## config.mk

```make
export PLATFORM = sky130hd
export DESIGN_NAME = tga_rle_pixel_decoder_core
export DESIGN_NICKNAME = d
export VERILOG_FILES = /design/src/sv/tga_rle_pkg.sv /design/src/sv/tga_rle_pixel_decoder_core.sv /design/src/sv/tga_rle_front.sv /design/src/sv/tga_rle_fifo.sv /design/src/sv/tga_rle_back.sv
export SDC_FILE = /design/constraint.sdc
export NUM_CORES = 1
export LEC_CHECK = 0
export BUFFER_PORTS_ARGS = -buffer_cell sky130_fd_sc_hd__clkbuf_2
export CORE_UTILIZATION = 40
export DETAILED_ROUTE_END_ITERATION = 8
export SLEW_MARGIN = 10
export SYNTH_ARGS = -nofsm -noshare
export SYNTH_HDL_FRONTEND = slang
export SYNTH_SLANG_ARGS = --single-unit
```

## constraint.sdc

```tcl
create_clock -name clk -period 17.2 [get_ports clk]
set_clock_uncertainty 0.15 [all_clocks]
set_input_delay 3.44 -clock clk [delete_from_list [all_inputs] [get_ports clk]]
set_output_delay 3.44 -clock clk [all_outputs]
set_load 0.02 [all_outputs]
```

## src/sv/tga_rle_pkg.sv

```systemverilog
// ----------------------------------------------------------------------------
// tga_rle_pkg
// Shared types and constants for the TGA run-length pixel decoder.
// ----------------------------------------------------------------------------
package tga_rle_pkg;

  // Header byte fields
  localparam logic [7:0] LEN_MASK = 8'h7F;
  localparam logic [7:0] RUN_FLAG = 8'h80;

  // Configuration register indexes
  localparam logic [1:0] CFG_BYTES_PER_PIXEL = 2'd0;
  localparam logic [1:0] CFG_PIXEL_COUNT     = 2'd1;

  // Result status codes
  localparam logic [1:0] STATUS_OK      = 2'd0;
  localparam logic [1:0] STATUS_OVERRUN = 2'd1;
  localparam logic [1:0] STATUS_EARLY   = 2'd2;

  // Command queue between front and back
  localparam int unsigned FifoDepth = 4;
  localparam int unsigned FifoAw    = $clog2(FifoDepth);

  typedef enum logic [1:0] {
    CMD_PIXEL,
    CMD_PIXEL_EARLY,
    CMD_OVERRUN,
    CMD_EARLY
  } cmd_kind_t;

  typedef struct packed {
    logic [7:0] data_byte;
    logic       last_byte;
  } in_t;

  typedef struct packed {
    logic [31:0] pixel_value;
    logic [7:0]  repeat_count;
    logic        image_done;
    logic [1:0]  status;
  } out_t;

  typedef struct packed {
    cmd_kind_t   kind;
    logic [31:0] pixel;
    logic [7:0]  rep;
    logic        done;
  } cmd_t;

endpackage

```

## src/sv/tga_rle_pixel_decoder_core.sv

```systemverilog
// ----------------------------------------------------------------------------
// tga_rle_pixel_decoder_core
// TGA run-length pixel decoder, one compressed byte per transaction.
// ----------------------------------------------------------------------------
// The block takes one stream byte per clock cycle, sustained, as long as the
// four-entry command queue between the parser and the result stage has room;
// a stalled result side backs up into that queue before in_ready drops. A
// result passes through the command queue and then the output register
// before it appears on the output. Run packets give one result carrying the
// repeat count; raw packets give one result per pixel. Configuration writes
// take effect at once and are accepted every cycle; write them only while
// the decoder is idle. No clearing pass follows reset.
module tga_rle_pixel_decoder_core (
  input  logic               clk,
  input  logic               rst_n,
  input  logic               in_valid,
  output logic               in_ready,
  input  tga_rle_pkg::in_t   in_data,
  output logic               out_valid,
  input  logic               out_ready,
  output tga_rle_pkg::out_t  out_data,
  input  logic               cfg_valid,
  output logic               cfg_ready,
  input  logic [1:0]         cfg_index,
  input  logic [31:0]        cfg_data
);
  import tga_rle_pkg::*;

  logic [2:0]  bpp_r;
  logic [31:0] pixel_count_r;
  logic        q_full;
  logic        q_push;
  logic        q_pop;
  logic        q_not_empty;
  cmd_t        push_cmd;
  cmd_t        head_cmd;

  assign cfg_ready = 1'b1;

  // Hold configuration registers
  always_ff @(posedge clk) begin
    if (!rst_n) begin
      bpp_r         <= 3'd1;
      pixel_count_r <= 32'd1;
    end else if (cfg_valid) begin
      if (cfg_index == CFG_BYTES_PER_PIXEL) begin
        bpp_r <= cfg_data[2:0];
      end else if (cfg_index == CFG_PIXEL_COUNT) begin
        pixel_count_r <= cfg_data;
      end
    end
  end

  tga_rle_front u_front (
    .clk             (clk),
    .rst_n           (rst_n),
    .in_valid        (in_valid),
    .in_ready        (in_ready),
    .in_data         (in_data),
    .bytes_per_pixel (bpp_r),
    .pixel_count     (pixel_count_r),
    .q_full          (q_full),
    .q_push          (q_push),
    .q_cmd           (push_cmd)
  );

  tga_rle_fifo u_fifo (
    .clk       (clk),
    .rst_n     (rst_n),
    .push      (q_push),
    .push_cmd  (push_cmd),
    .full      (q_full),
    .pop       (q_pop),
    .not_empty (q_not_empty),
    .head_cmd  (head_cmd)
  );

  tga_rle_back u_back (
    .clk         (clk),
    .rst_n       (rst_n),
    .q_not_empty (q_not_empty),
    .q_cmd       (head_cmd),
    .q_pop       (q_pop),
    .out_valid   (out_valid),
    .out_ready   (out_ready),
    .out_data    (out_data)
  );

endmodule

```

## src/sv/tga_rle_front.sv

```systemverilog
// ----------------------------------------------------------------------------
// tga_rle_front
// Byte parser: decodes packet headers, gathers pixel bytes, keeps the image
// pixel count and issues one command per result into the queue.
// ----------------------------------------------------------------------------
module tga_rle_front (
  input  logic                clk,
  input  logic                rst_n,
  input  logic                in_valid,
  output logic                in_ready,
  input  tga_rle_pkg::in_t    in_data,
  input  logic [2:0]          bytes_per_pixel,
  input  logic [31:0]         pixel_count,
  input  logic                q_full,
  output logic                q_push,
  output tga_rle_pkg::cmd_t   q_cmd
);
  import tga_rle_pkg::*;

  logic        in_packet_r, in_packet_nxt;
  logic        run_r, run_nxt;
  logic [7:0]  left_r, left_nxt;
  logic [1:0]  pos_r, pos_nxt;
  logic [31:0] gather_r, gather_nxt;
  logic [31:0] done_r, done_nxt;

  logic        take;
  logic [1:0]  pos_last;
  logic [7:0]  len;
  logic [32:0] need;
  logic [31:0] gathered;
  logic [7:0]  rep;
  logic [7:0]  left_after;
  logic [31:0] done_sum;

  assign in_ready = !q_full;
  assign take     = in_valid && in_ready;

  // Map pixel size to index of its final byte; out-of-range sizes clamp
  always_comb begin
    unique case (bytes_per_pixel)
      3'd0, 3'd1: pos_last = 2'd0;
      3'd2:       pos_last = 2'd1;
      3'd3:       pos_last = 2'd2;
      default:    pos_last = 2'd3;
    endcase
  end

  // Header length and overrun sum, pixel gather, completion counts
  assign len      = (in_data.data_byte & LEN_MASK) + 8'd1;
  assign need     = {1'b0, done_r} + {25'd0, len};
  assign gathered = (pos_r == 2'd0) ? {24'd0, in_data.data_byte}
                                    : gather_r | ({24'd0, in_data.data_byte} << {pos_r, 3'b000});
  assign rep        = run_r ? left_r : 8'd1;
  assign left_after = run_r ? 8'd0 : left_r - 8'd1;
  assign done_sum   = done_r + {24'd0, rep};

  // Advance parser state for an accepted byte
  always_comb begin
    in_packet_nxt = in_packet_r;
    run_nxt       = run_r;
    left_nxt      = left_r;
    pos_nxt       = pos_r;
    gather_nxt    = gather_r;
    done_nxt      = done_r;
    q_push        = 1'b0;
    q_cmd.kind    = CMD_PIXEL;
    q_cmd.pixel   = gathered;
    q_cmd.rep     = rep;
    q_cmd.done    = 1'b0;

    if (take) begin
      if (!in_packet_r) begin
        if (need > {1'b0, pixel_count}) begin
          q_push     = 1'b1;
          q_cmd.kind = CMD_OVERRUN;
        end else if (in_data.last_byte) begin
          q_push     = 1'b1;
          q_cmd.kind = CMD_EARLY;
        end
        if (q_push) begin
          in_packet_nxt = 1'b0;
          run_nxt       = 1'b0;
          left_nxt      = 8'd0;
          done_nxt      = 32'd0;
        end else begin
          in_packet_nxt = 1'b1;
          run_nxt       = (in_data.data_byte & RUN_FLAG) != 8'd0;
          left_nxt      = len;
        end
        pos_nxt    = 2'd0;
        gather_nxt = 32'd0;
      end else if (pos_r < pos_last) begin
        if (in_data.last_byte) begin
          q_push        = 1'b1;
          q_cmd.kind    = CMD_EARLY;
          in_packet_nxt = 1'b0;
          run_nxt       = 1'b0;
          left_nxt      = 8'd0;
          pos_nxt       = 2'd0;
          gather_nxt    = 32'd0;
          done_nxt      = 32'd0;
        end else begin
          pos_nxt    = pos_r + 2'd1;
          gather_nxt = gathered;
        end
      end else begin
        // Pixel complete
        q_push     = 1'b1;
        pos_nxt    = 2'd0;
        gather_nxt = 32'd0;
        priority if (done_sum >= pixel_count) begin
          q_cmd.done = 1'b1;
        end else if (in_data.last_byte) begin
          q_cmd.kind = CMD_PIXEL_EARLY;
        end else begin
          q_cmd.kind = CMD_PIXEL;
        end
        if (q_cmd.done || in_data.last_byte) begin
          in_packet_nxt = 1'b0;
          run_nxt       = 1'b0;
          left_nxt      = 8'd0;
          done_nxt      = 32'd0;
        end else begin
          left_nxt      = left_after;
          in_packet_nxt = left_after != 8'd0;
          done_nxt      = done_sum;
        end
      end
    end
  end

  // Hold parser state
  always_ff @(posedge clk) begin
    if (!rst_n) begin
      in_packet_r <= 1'b0;
      run_r       <= 1'b0;
      left_r      <= 8'd0;
      pos_r       <= 2'd0;
      gather_r    <= 32'd0;
      done_r      <= 32'd0;
    end else begin
      in_packet_r <= in_packet_nxt;
      run_r       <= run_nxt;
      left_r      <= left_nxt;
      pos_r       <= pos_nxt;
      gather_r    <= gather_nxt;
      done_r      <= done_nxt;
    end
  end

  a_open_packet_has_pixels: assert property (@(posedge clk) disable iff (!rst_n)
    in_packet_r |-> left_r != 8'd0)
    else $error("open packet with no pixels left");

  a_header_at_byte_zero: assert property (@(posedge clk) disable iff (!rst_n)
    !in_packet_r |-> (pos_r == 2'd0 && gather_r == 32'd0))
    else $error("byte gather not cleared outside a packet");

endmodule

```

## src/sv/tga_rle_fifo.sv

```systemverilog
// ----------------------------------------------------------------------------
// tga_rle_fifo
// Short command queue that decouples the parser from the result stage.
// ----------------------------------------------------------------------------
module tga_rle_fifo (
  input  logic               clk,
  input  logic               rst_n,
  input  logic               push,
  input  tga_rle_pkg::cmd_t  push_cmd,
  output logic               full,
  input  logic               pop,
  output logic               not_empty,
  output tga_rle_pkg::cmd_t  head_cmd
);
  import tga_rle_pkg::*;

  cmd_t                 mem [FifoDepth];
  logic [FifoAw-1:0]    wr_ptr_r, wr_ptr_nxt;
  logic [FifoAw-1:0]    rd_ptr_r, rd_ptr_nxt;
  logic [FifoAw:0]      count_r, count_nxt;

  assign full      = count_r == (FifoAw+1)'(FifoDepth);
  assign not_empty = count_r != '0;
  assign head_cmd  = mem[rd_ptr_r];

  // Advance pointers and occupancy
  always_comb begin
    wr_ptr_nxt = push ? wr_ptr_r + FifoAw'(1) : wr_ptr_r;
    rd_ptr_nxt = pop  ? rd_ptr_r + FifoAw'(1) : rd_ptr_r;
    count_nxt  = count_r + (FifoAw+1)'(push) - (FifoAw+1)'(pop);
  end

  always_ff @(posedge clk) begin
    if (!rst_n) begin
      wr_ptr_r <= '0;
      rd_ptr_r <= '0;
      count_r  <= '0;
    end else begin
      wr_ptr_r <= wr_ptr_nxt;
      rd_ptr_r <= rd_ptr_nxt;
      count_r  <= count_nxt;
    end
  end

  // Store pushed commands
  always_ff @(posedge clk) begin
    if (push) begin
      mem[wr_ptr_r] <= push_cmd;
    end
  end

  a_count_bounded: assert property (@(posedge clk) disable iff (!rst_n)
    count_r <= (FifoAw+1)'(FifoDepth) && !(pop && !not_empty))
    else $error("command queue over or under flow");

endmodule

```

## src/sv/tga_rle_back.sv

```systemverilog
// ----------------------------------------------------------------------------
// tga_rle_back
// Result stage: pops commands, builds the result transaction and holds it in
// an output register until taken.
// ----------------------------------------------------------------------------
module tga_rle_back (
  input  logic               clk,
  input  logic               rst_n,
  input  logic               q_not_empty,
  input  tga_rle_pkg::cmd_t  q_cmd,
  output logic               q_pop,
  output logic               out_valid,
  input  logic               out_ready,
  output tga_rle_pkg::out_t  out_data
);
  import tga_rle_pkg::*;

  logic  out_valid_r, out_valid_nxt;
  out_t  out_data_r, out_data_nxt;

  assign q_pop = q_not_empty && (!out_valid_r || out_ready);

  // Expand a command into a result
  always_comb begin
    out_data_nxt = out_data_r;
    if (q_pop) begin
      unique case (q_cmd.kind)
        CMD_PIXEL: begin
          out_data_nxt = '{pixel_value: q_cmd.pixel, repeat_count: q_cmd.rep,
                           image_done: q_cmd.done, status: STATUS_OK};
        end
        CMD_PIXEL_EARLY: begin
          out_data_nxt = '{pixel_value: q_cmd.pixel, repeat_count: q_cmd.rep,
                           image_done: 1'b0, status: STATUS_EARLY};
        end
        CMD_OVERRUN: begin
          out_data_nxt = '{pixel_value: 32'd0, repeat_count: 8'd0,
                           image_done: 1'b0, status: STATUS_OVERRUN};
        end
        default: begin
          out_data_nxt = '{pixel_value: 32'd0, repeat_count: 8'd0,
                           image_done: 1'b0, status: STATUS_EARLY};
        end
      endcase
    end
    out_valid_nxt = q_pop || (out_valid_r && !out_ready);
  end

  always_ff @(posedge clk) begin
    if (!rst_n) begin
      out_valid_r <= 1'b0;
    end else begin
      out_valid_r <= out_valid_nxt;
    end
  end

  always_ff @(posedge clk) begin
    out_data_r <= out_data_nxt;
  end

  assign out_valid = out_valid_r;
  assign out_data  = out_data_r;

  a_pop_loads_output: assert property (@(posedge clk) disable iff (!rst_n)
    q_pop |=> out_valid_r)
    else $error("popped command did not reach the output register");

endmodule

```

==> metrics.txt, run 1 <==
Placed Cells incl. Taps approximately 2000; number of antenna violations at the first check in global routing 0; remaining global-route overflow 0; arrival time reported for the critical path endpoint about 9600 ps; layout overhead on the synthesized area 12.9%; I/O pins between 90 and 100; pins over their slew limit 0; total area of multi-input combinational cells slightly above 0.007 mm2; number of filler cells placed in the layout ~3800; Power per Cell Area between 100 and 150 mW/mm2; via count of the first global-routing pass 11200; async set or reset register ratio after synthesis 0%; share of the clock period used by the worst path around 54%; detailed-route wire length per cell 18.4 um; x dimension of the die just over 200 um; clock tree from TritonCTS built; top area cells in the synthesized netlist sky130_fd_sc_hd__edfxtp_1 (39%), sky130_fd_sc_hd__dfxtp_1 (15%), sky130_fd_sc_hd__ha_1 (7.0%); non-filler cells in the finished layout 2117; largest net degree at the start of global routing 59; Final Hold Vio Count 0; reported leakage power between 6 and 7 nW; WP data required between 15000 and 20000 ps; DR pass1 iterations 6; Peak VDD IR approximately 0.063 mV; sort of element at the end of the critical path flip-flop; highest clock frequency the design can meet between 100 and 150 MHz; final setup vio count 0; vias 11400; sequential-to-total area share from yosys stat 53.8%; Resized cells post-CTS 0; unrepaired setup endpoints after global routing false; fraction of post-synthesis cell area in the top cell type by area around two fifths; DRC violations left 0; overall die area between 0.04 and 0.05 mm2; RD Place Congestion between 0.8 and 0.9; post-CTS clock slew at the launch and capture registers of the worst setup and hold paths roughly 60 ps; leading area contributor after synthesis sky130_fd_sc_hd__edfxtp_1; Inserted Diodes 0; number of CTS-inserted buffers 38; count of warnings emitted by yosys 0; first-pass GRT wire length ~61 mm; fraction of final layout cells sized beyond drive strength 1 roughly 14%; worst slew margin relative to its limit about a fifth; primary flip-flop cell chosen by synthesis mapping sky130_fd_sc_hd__edfxtp_1; cts hold-fix bufs 0; detailed router's first-iteration violation count 722; count of state elements after synthesis around 340; clock root cell sky130_fd_sc_hd__clkbuf_16; number of post-CTS setup repair buffers 0; number of synthesized flops with an enable pin 215; result of the run finished, final reports clean; transition time at the pin with the least slew margin 1180 ps; FP Rows 74; Max Fanout on Critical Path 20; worst-skew pair later-pin latency ~560 ps; count of buffers inserted at the top-level ports roughly 90; startpoint-to-endpoint class of the critical path input pin to flip-flop; cell count after synthesis between 1000 and 1500; number of nets produced by synthesis roughly 1600; combined flip-flop and latch cell area between 0.008 and 0.009 mm2; core footprint roughly 0.04 mm2; number of routed nets with antenna violations 0; post-placement setup slack roughly 7400 ps; Avg Cell Area, Syn between 10 and 15 um2; number of nets in the final layout between 1500 and 2000; effective utilization at floorplan 40.5%; Synth cell types between 60 and 70; sum of negative setup slack 0 ps; DP HPWL approximately 26 mm; final critical-path setup slack roughly 8000 ps; Clock H-tree levels 2; startpoint type of the worst setup path input pin; Routed WL 38.9 mm; overall global routing resource usage 18.8%; post-synth design cell area 0.0165 mm2; Clock Sink Count 336; count of max-cap constraint violations 0; class of the tightest hold or removal check flip-flop to flip-flop; maximum root-to-sink buffer count 3; post-detailed-route via-to-cell ratio about 5.4; height of the die roughly 210 um; final critical path time including I/O delays and setup 9350 ps
-- path summary, 6_finish.rpt --
check | from | endpoint | slack (ps) | depth (start not counted)
worst max-delay path | in_data[1] | u_fifo.count_r[2] | 7850 | 27
worst min-delay path | pixel_count_r[20] | pixel_count_r[20] | 300 | 2
worst max register to register | u_front.run_r | u_fifo.mem[2][41] | 10650 | 16
worst min register to register | pixel_count_r[20] | pixel_count_r[20] | 300 | 2
-- cell usage in the layout, fill, tap and decap left out, types with 5 or more instances in the layout --
| cell type | count |
|---|---|
| sky130_fd_sc_hd__clkbuf_1 | 16 |
| sky130_fd_sc_hd__nor2b_1 | 45 |
| sky130_fd_sc_hd__and2_1 | 14 |
| sky130_fd_sc_hd__clkbuf_2 | 92 |
| sky130_fd_sc_hd__xnor2_1 | 50 |
| sky130_fd_sc_hd__mux4_2 | 43 |
| sky130_fd_sc_hd__nor3_1 | 24 |
| sky130_fd_sc_hd__a21oi_1 | 137 |
| sky130_fd_sc_hd__mux2i_1 | 20 |
| sky130_fd_sc_hd__inv_1 | 63 |
| sky130_fd_sc_hd__o211ai_1 | 14 |
| sky130_fd_sc_hd__o21ai_0 | 33 |
| sky130_fd_sc_hd__nor2_1 | 76 |
| sky130_fd_sc_hd__nand4_1 | 39 |
| sky130_fd_sc_hd__nor4_1 | 6 |
| sky130_fd_sc_hd__edfxtp_1 | 215 |
| sky130_fd_sc_hd__ha_1 | 92 |
| sky130_fd_sc_hd__a221oi_1 | 5 |
| sky130_fd_sc_hd__dfxtp_1 | 119 |
| sky130_fd_sc_hd__and3_1 | 12 |
| sky130_fd_sc_hd__buf_4 | 18 |
| sky130_fd_sc_hd__and4_1 | 5 |
| sky130_fd_sc_hd__nand3_1 | 51 |
| sky130_fd_sc_hd__nand2_1 | 216 |
| sky130_fd_sc_hd__or3_1 | 5 |
| sky130_fd_sc_hd__a211oi_1 | 18 |
| sky130_fd_sc_hd__xor2_1 | 24 |
| sky130_fd_sc_hd__clkbuf_16 | 38 |
| sky130_fd_sc_hd__a21o_1 | 10 |
| sky130_fd_sc_hd__nand2b_1 | 6 |
-- cells in the mapped netlist, drive strengths merged (10+ instances only) --
| library cell | n |
|---|---|
| nor3 | 25 |
| xnor2 | 50 |
| mux4 | 43 |
| inv | 65 |
| nand3 | 51 |
| mux2i | 20 |
| a21o | 10 |
| and3 | 12 |
| a211oi | 18 |
| o211ai | 14 |
| nor2 | 76 |
| edfxtp | 215 |
| clkbuf | 69 |
| nor2b | 45 |
| buf | 18 |
| o21ai | 35 |
| dfxtp | 121 |
| nand4 | 40 |
| a21oi | 139 |
| ha | 92 |
| and2 | 18 |
| nand2 | 216 |
| xor2 | 24 |
-- per-layer routing --
layer  global-route usage (%)  routed length [um]
met5                        0                   0
met4                     7.04                1160
met3                     3.60                1990
met2                     33.1               19600
met1                     22.5               16100
-- cell families after synthesis --
| logic type | after synthesis | synth area share [%] |
|---|---|---|
| other | 1 | 0.0227 |
| buffers and inverters | 152 | 3.60 |
| DFF | 336 | 53.8 |
| AOI/OAI and AO/OA | 250 | 9.00 |
| xor gates and xnor gates | 74 | 3.93 |
| and+or+nand+nor | 522 | 15.2 |
| adders and majority gates | 95 | 7.34 |
| muxes | 63 | 7.08 |
-- cell type report --
type                            count  share of cell area, %
Tap cell                          532                   3.57
Timing Repair Buffer              110                   3.20
Multi-Input combinational cell   1005                   37.9
Sequential cell                   336                   47.7
Clock inverter                     14                  0.900
Clock buffer                       55                   5.50
Inverter                           65                   1.31
-- state kept, by name (all words and copies together) (netlist names), 2 cells and up, named ones only --
register,flops
u_fifo.wr_ptr_r,2
u_back.out_data,43
u_front.pos_r,2
bpp_r,3
u_fifo.count_r,3
u_fifo.mem,172
u_front.done_r,32
pixel_count_r,32
u_front.left_r,8
u_front.gather_r,32
u_fifo.rd_ptr_r,2
-- stage by stage --
stage	utilization (%)	hold WS, ps	area, um2	total power, mW
2_1_floorplan	-	281	16500	1.43
3_3_place_gp	42.8	291	17400	1.60
3_5_place_dp	42.8	295	17400	1.61
4_1_cts	45.7	305	18600	2.40
5_1_grt	45.7	319	18600	2.48
6_report	45.7	303	18600	2.36
-- worst max-delay path: stages --
cell and delay, ps:
sky130_fd_sc_hd__clkbuf_2 170, sky130_fd_sc_hd__ha_1 270, sky130_fd_sc_hd__xor2_1 200, sky130_fd_sc_hd__ha_1 350, sky130_fd_sc_hd__a21o_1 180, sky130_fd_sc_hd__a2111oi_0 140, sky130_fd_sc_hd__or3_1 460, sky130_fd_sc_hd__a21oi_1 550
sky130_fd_sc_hd__nand3_1 190, sky130_fd_sc_hd__xnor2_1 170, sky130_fd_sc_hd__ha_1 290, sky130_fd_sc_hd__nand3_1 110, sky130_fd_sc_hd__nor4_1 470, sky130_fd_sc_hd__nand2b_1 100, sky130_fd_sc_hd__a2bb2oi_1 140, sky130_fd_sc_hd__buf_4 200
sky130_fd_sc_hd__a21oi_4 480, sky130_fd_sc_hd__inv_2 50, sky130_fd_sc_hd__buf_4 260, sky130_fd_sc_hd__ha_1 340, sky130_fd_sc_hd__inv_1 60, sky130_fd_sc_hd__ha_1 130, sky130_fd_sc_hd__inv_1 50, sky130_fd_sc_hd__fa_1 370
sky130_fd_sc_hd__xor2_1 180, sky130_fd_sc_hd__xnor2_1 150, sky130_fd_sc_hd__nor2_1 50
-- report_power, final --
group	internal, mW	switching [mW]	total [mW]
clock	0.462	0.319	0.781
sequential	0.993	0.0347	1.03
combinational	0.204	0.348	0.552
total	1.66	0.702	2.36
No activity file was read; power rests on OpenSTA's default activity.
==> inputs of run 2 (changes only) <==
==> constraint.sdc (replaced) <==
create_clock -name clk -period 9.8 [get_ports clk]
set_clock_uncertainty 0.15 [all_clocks]
set_input_delay 1.96 -clock clk [delete_from_list [all_inputs] [get_ports clk]]
set_output_delay 1.96 -clock clk [all_outputs]
set_load 0.02 [all_outputs]
==> run 2 against run 1 <==
Routed wire length grew 0.42%. Highest routed layer unchanged. Die area is the same. Cell area grew 0.34%. Register-to-register slack lost 7200 ps. Largest power group unchanged.
==> metrics.txt, run 2 (synthesized netlist as in run 1, its figures left out) <==
result of the run finished, final reports clean; x dimension of the die between 200 and 250 um; startpoint of the worst-slack reg-to-reg timing path u_front.run_r; crit path to u_fifo.mem[0][33]; highest clock frequency the design can meet 131 MHz; post-detailed-route via-to-cell ratio 5.39; maximum root-to-sink buffer count 3; commonest cells after routing, fill and taps aside sky130_fd_sc_hd__nand2_1 (216), sky130_fd_sc_hd__edfxtp_1 (215), sky130_fd_sc_hd__a21oi_1 (137), sky130_fd_sc_hd__dfxtp_1 (119); overall die area approximately 0.042 mm2; remaining global-route overflow 0; DP HPWL approximately 27 mm; RD Place Congestion between 0.8 and 0.9; sort of element at the end of the critical path flip-flop; top register by number of flip-flops u_fifo.mem; unrepaired setup endpoints after global routing false; share of power burned in combinational logic about 23%; largest net degree at the start of global routing 59; FP Rows 74; overall global routing resource usage between 10% and 20%; transition time at the pin with the least slew margin around 1100 ps; most common library cell in the layout ignoring fill and taps sky130_fd_sc_hd__nand2_1; Power per Cell Area between 200 and 250 mW/mm2; Inserted Diodes 0; max FFs per register 172; Clk network pwr share approximately a third; P_int 2.94 mW; vias 11400; core footprint just over 0.04 mm2; DR pass1 iterations 7; pins over their slew limit 0; final setup vio count 0; count of buffers inserted at the top-level ports about 90; Sw Ratio approximately 30%; first-pass GRT wire length just over 60 mm; WP data required slightly below 10000 ps; Setup crit start in_data[1]; share of the clock period used by the worst path between 70% and 80%; Peak VDD IR between 0.1 and 0.15 mV; most heavily used metal layer in global routing met2; count of max-cap constraint violations 0; I/O pins 94; number of post-CTS setup repair buffers 0; number of antenna violations at the first check in global routing 0; Clock H-tree levels 2; Final Hold Vio Count 0; met1 track demand over resource 22.9%; effective utilization at floorplan about two fifths; worst slew margin relative to its limit 27.1%; GR Layer Usage met2 roughly 33%; detailed router's first-iteration violation count approximately 820; DRC violations left 0; startpoint-to-endpoint class of the critical path input pin to flip-flop; worst flop-to-flop path endpoint u_fifo.mem[1][41]; Max Fanout on Critical Path 31; layout overhead on the synthesized area 13.3%; final critical path time including I/O delays and setup around 7600 ps; Routed WL about 39 mm; startpoint type of the worst setup path input pin; clock root cell sky130_fd_sc_hd__clkbuf_16; portion of total power attributed to sequential cells between 40% and 50%; height of the die between 200 and 250 um; Util after Layout roughly 46%; post-CTS clock slew at the launch and capture registers of the worst setup and hold paths 60 ps; fraction of final layout cells sized beyond drive strength 1 14.6%; detailed-route wire length per cell approximately 18 um; number of CTS-inserted buffers 38; Resized cells post-CTS 0; number of routed nets with antenna violations 0; cts hold-fix bufs 0; depth of the worst register-to-register path 16; clock tree from TritonCTS built; number of filler cells placed in the layout between 3000 and 4000; arrival time reported for the critical path endpoint roughly 7700 ps; worst-skew pair later-pin latency ~560 ps; number of nets in the final layout 1700; Final Power approximately 4.2 mW; reported net switching power between 1 and 1.5 mW; internal reg-to-reg setup slack 3410 ps; Clock Sink Count between 300 and 400; reported leakage power 6.80 nW; class of the tightest hold or removal check flip-flop to flip-flop; sum of negative setup slack 0 ps; via count of the first global-routing pass 11200; M3 GR Usage approximately 3.7%
-- run 2: per-stage QoR --
| step | setup slack, ps | std cells | cell area, um2 | hold WS, ps |
|---|---|---|---|---|
| after CTS | 2140 | 2117 | 18700 | 305 |
| after floorplan | 2380 | 1493 | 16500 | 281 |
| final | 2170 | 2118 | 18700 | 303 |
| after global routing | 1660 | 2118 | 18700 | 325 |
| after detailed placement | 1580 | 2048 | 17400 | 297 |
| after global placement | 1740 | 2048 | 17400 | 291 |
-- run 2: worst min path at each step --
stage / to / start / depth (start not counted) / slack [ps]
6_report: pixel_count_r[6] / pixel_count_r[6] / 2 / 300
5_1_grt: u_front.gather_r[27] / u_front.gather_r[27] / 2 / 320
4_1_cts: pixel_count_r[21] / pixel_count_r[21] / 2 / 300
3_5_place_dp: u_front.gather_r[0] / u_front.gather_r[0] / 2 / 300
3_3_place_gp: u_front.gather_r[0] / u_front.gather_r[0] / 2 / 290
2_1_floorplan: u_front.gather_r[0] / u_front.gather_r[0] / 2 / 280
-- run 2: per-layer routing --
metal | vias up | share of wire (%)
met3 | 57 | 4.8
met2 | 306 | 51
li1 | 5531 | -
met5 | - | 0
met4 | 0 | 2.7
met1 | 5526 | 42
-- run 2: worst max-delay path: stages --
cell and delay (ps):
sky130_fd_sc_hd__clkbuf_2 170, sky130_fd_sc_hd__ha_1 280, sky130_fd_sc_hd__xor2_1 190, sky130_fd_sc_hd__ha_1 350, sky130_fd_sc_hd__a21o_1 170, sky130_fd_sc_hd__a2111oi_0 150, sky130_fd_sc_hd__or3_1 480, sky130_fd_sc_hd__a21oi_1 540
sky130_fd_sc_hd__nand3_1 190, sky130_fd_sc_hd__xnor2_1 170, sky130_fd_sc_hd__ha_1 290, sky130_fd_sc_hd__nand3_1 110, sky130_fd_sc_hd__nor4_1 480, sky130_fd_sc_hd__nand2b_1 100, sky130_fd_sc_hd__a2bb2oi_1 160, sky130_fd_sc_hd__buf_4 200
sky130_fd_sc_hd__a21oi_4 470, sky130_fd_sc_hd__and2_2 860, sky130_fd_sc_hd__buf_4 360
-- run 2: layout make-up --
cell class | instances | area [um2] | share of cell area, %
clock inverters | 12 | 139 | 0.743
repair buffers | 111 | 611 | 3.27
inverters | 65 | 244 | 1.30
well taps | 532 | 666 | 3.56
flip-flops and latches | 336 | 8880 | 47.5
clock buffers | 57 | 1100 | 5.89
multi-input cells | 1005 | 7060 | 37.7
-- run 2: power by group through the flow --
stage | registers [mW] | logic [mW] | clock network, mW
after floorplan | 1.95 | 0.567 | 0
after CTS | 1.81 | 0.985 | 1.44
after global routing | 1.83 | 1.07 | 1.49
final | 1.81 | 0.966 | 1.40
after detailed placement | 1.84 | 0.981 | 0
after global placement | 1.83 | 0.971 | 0
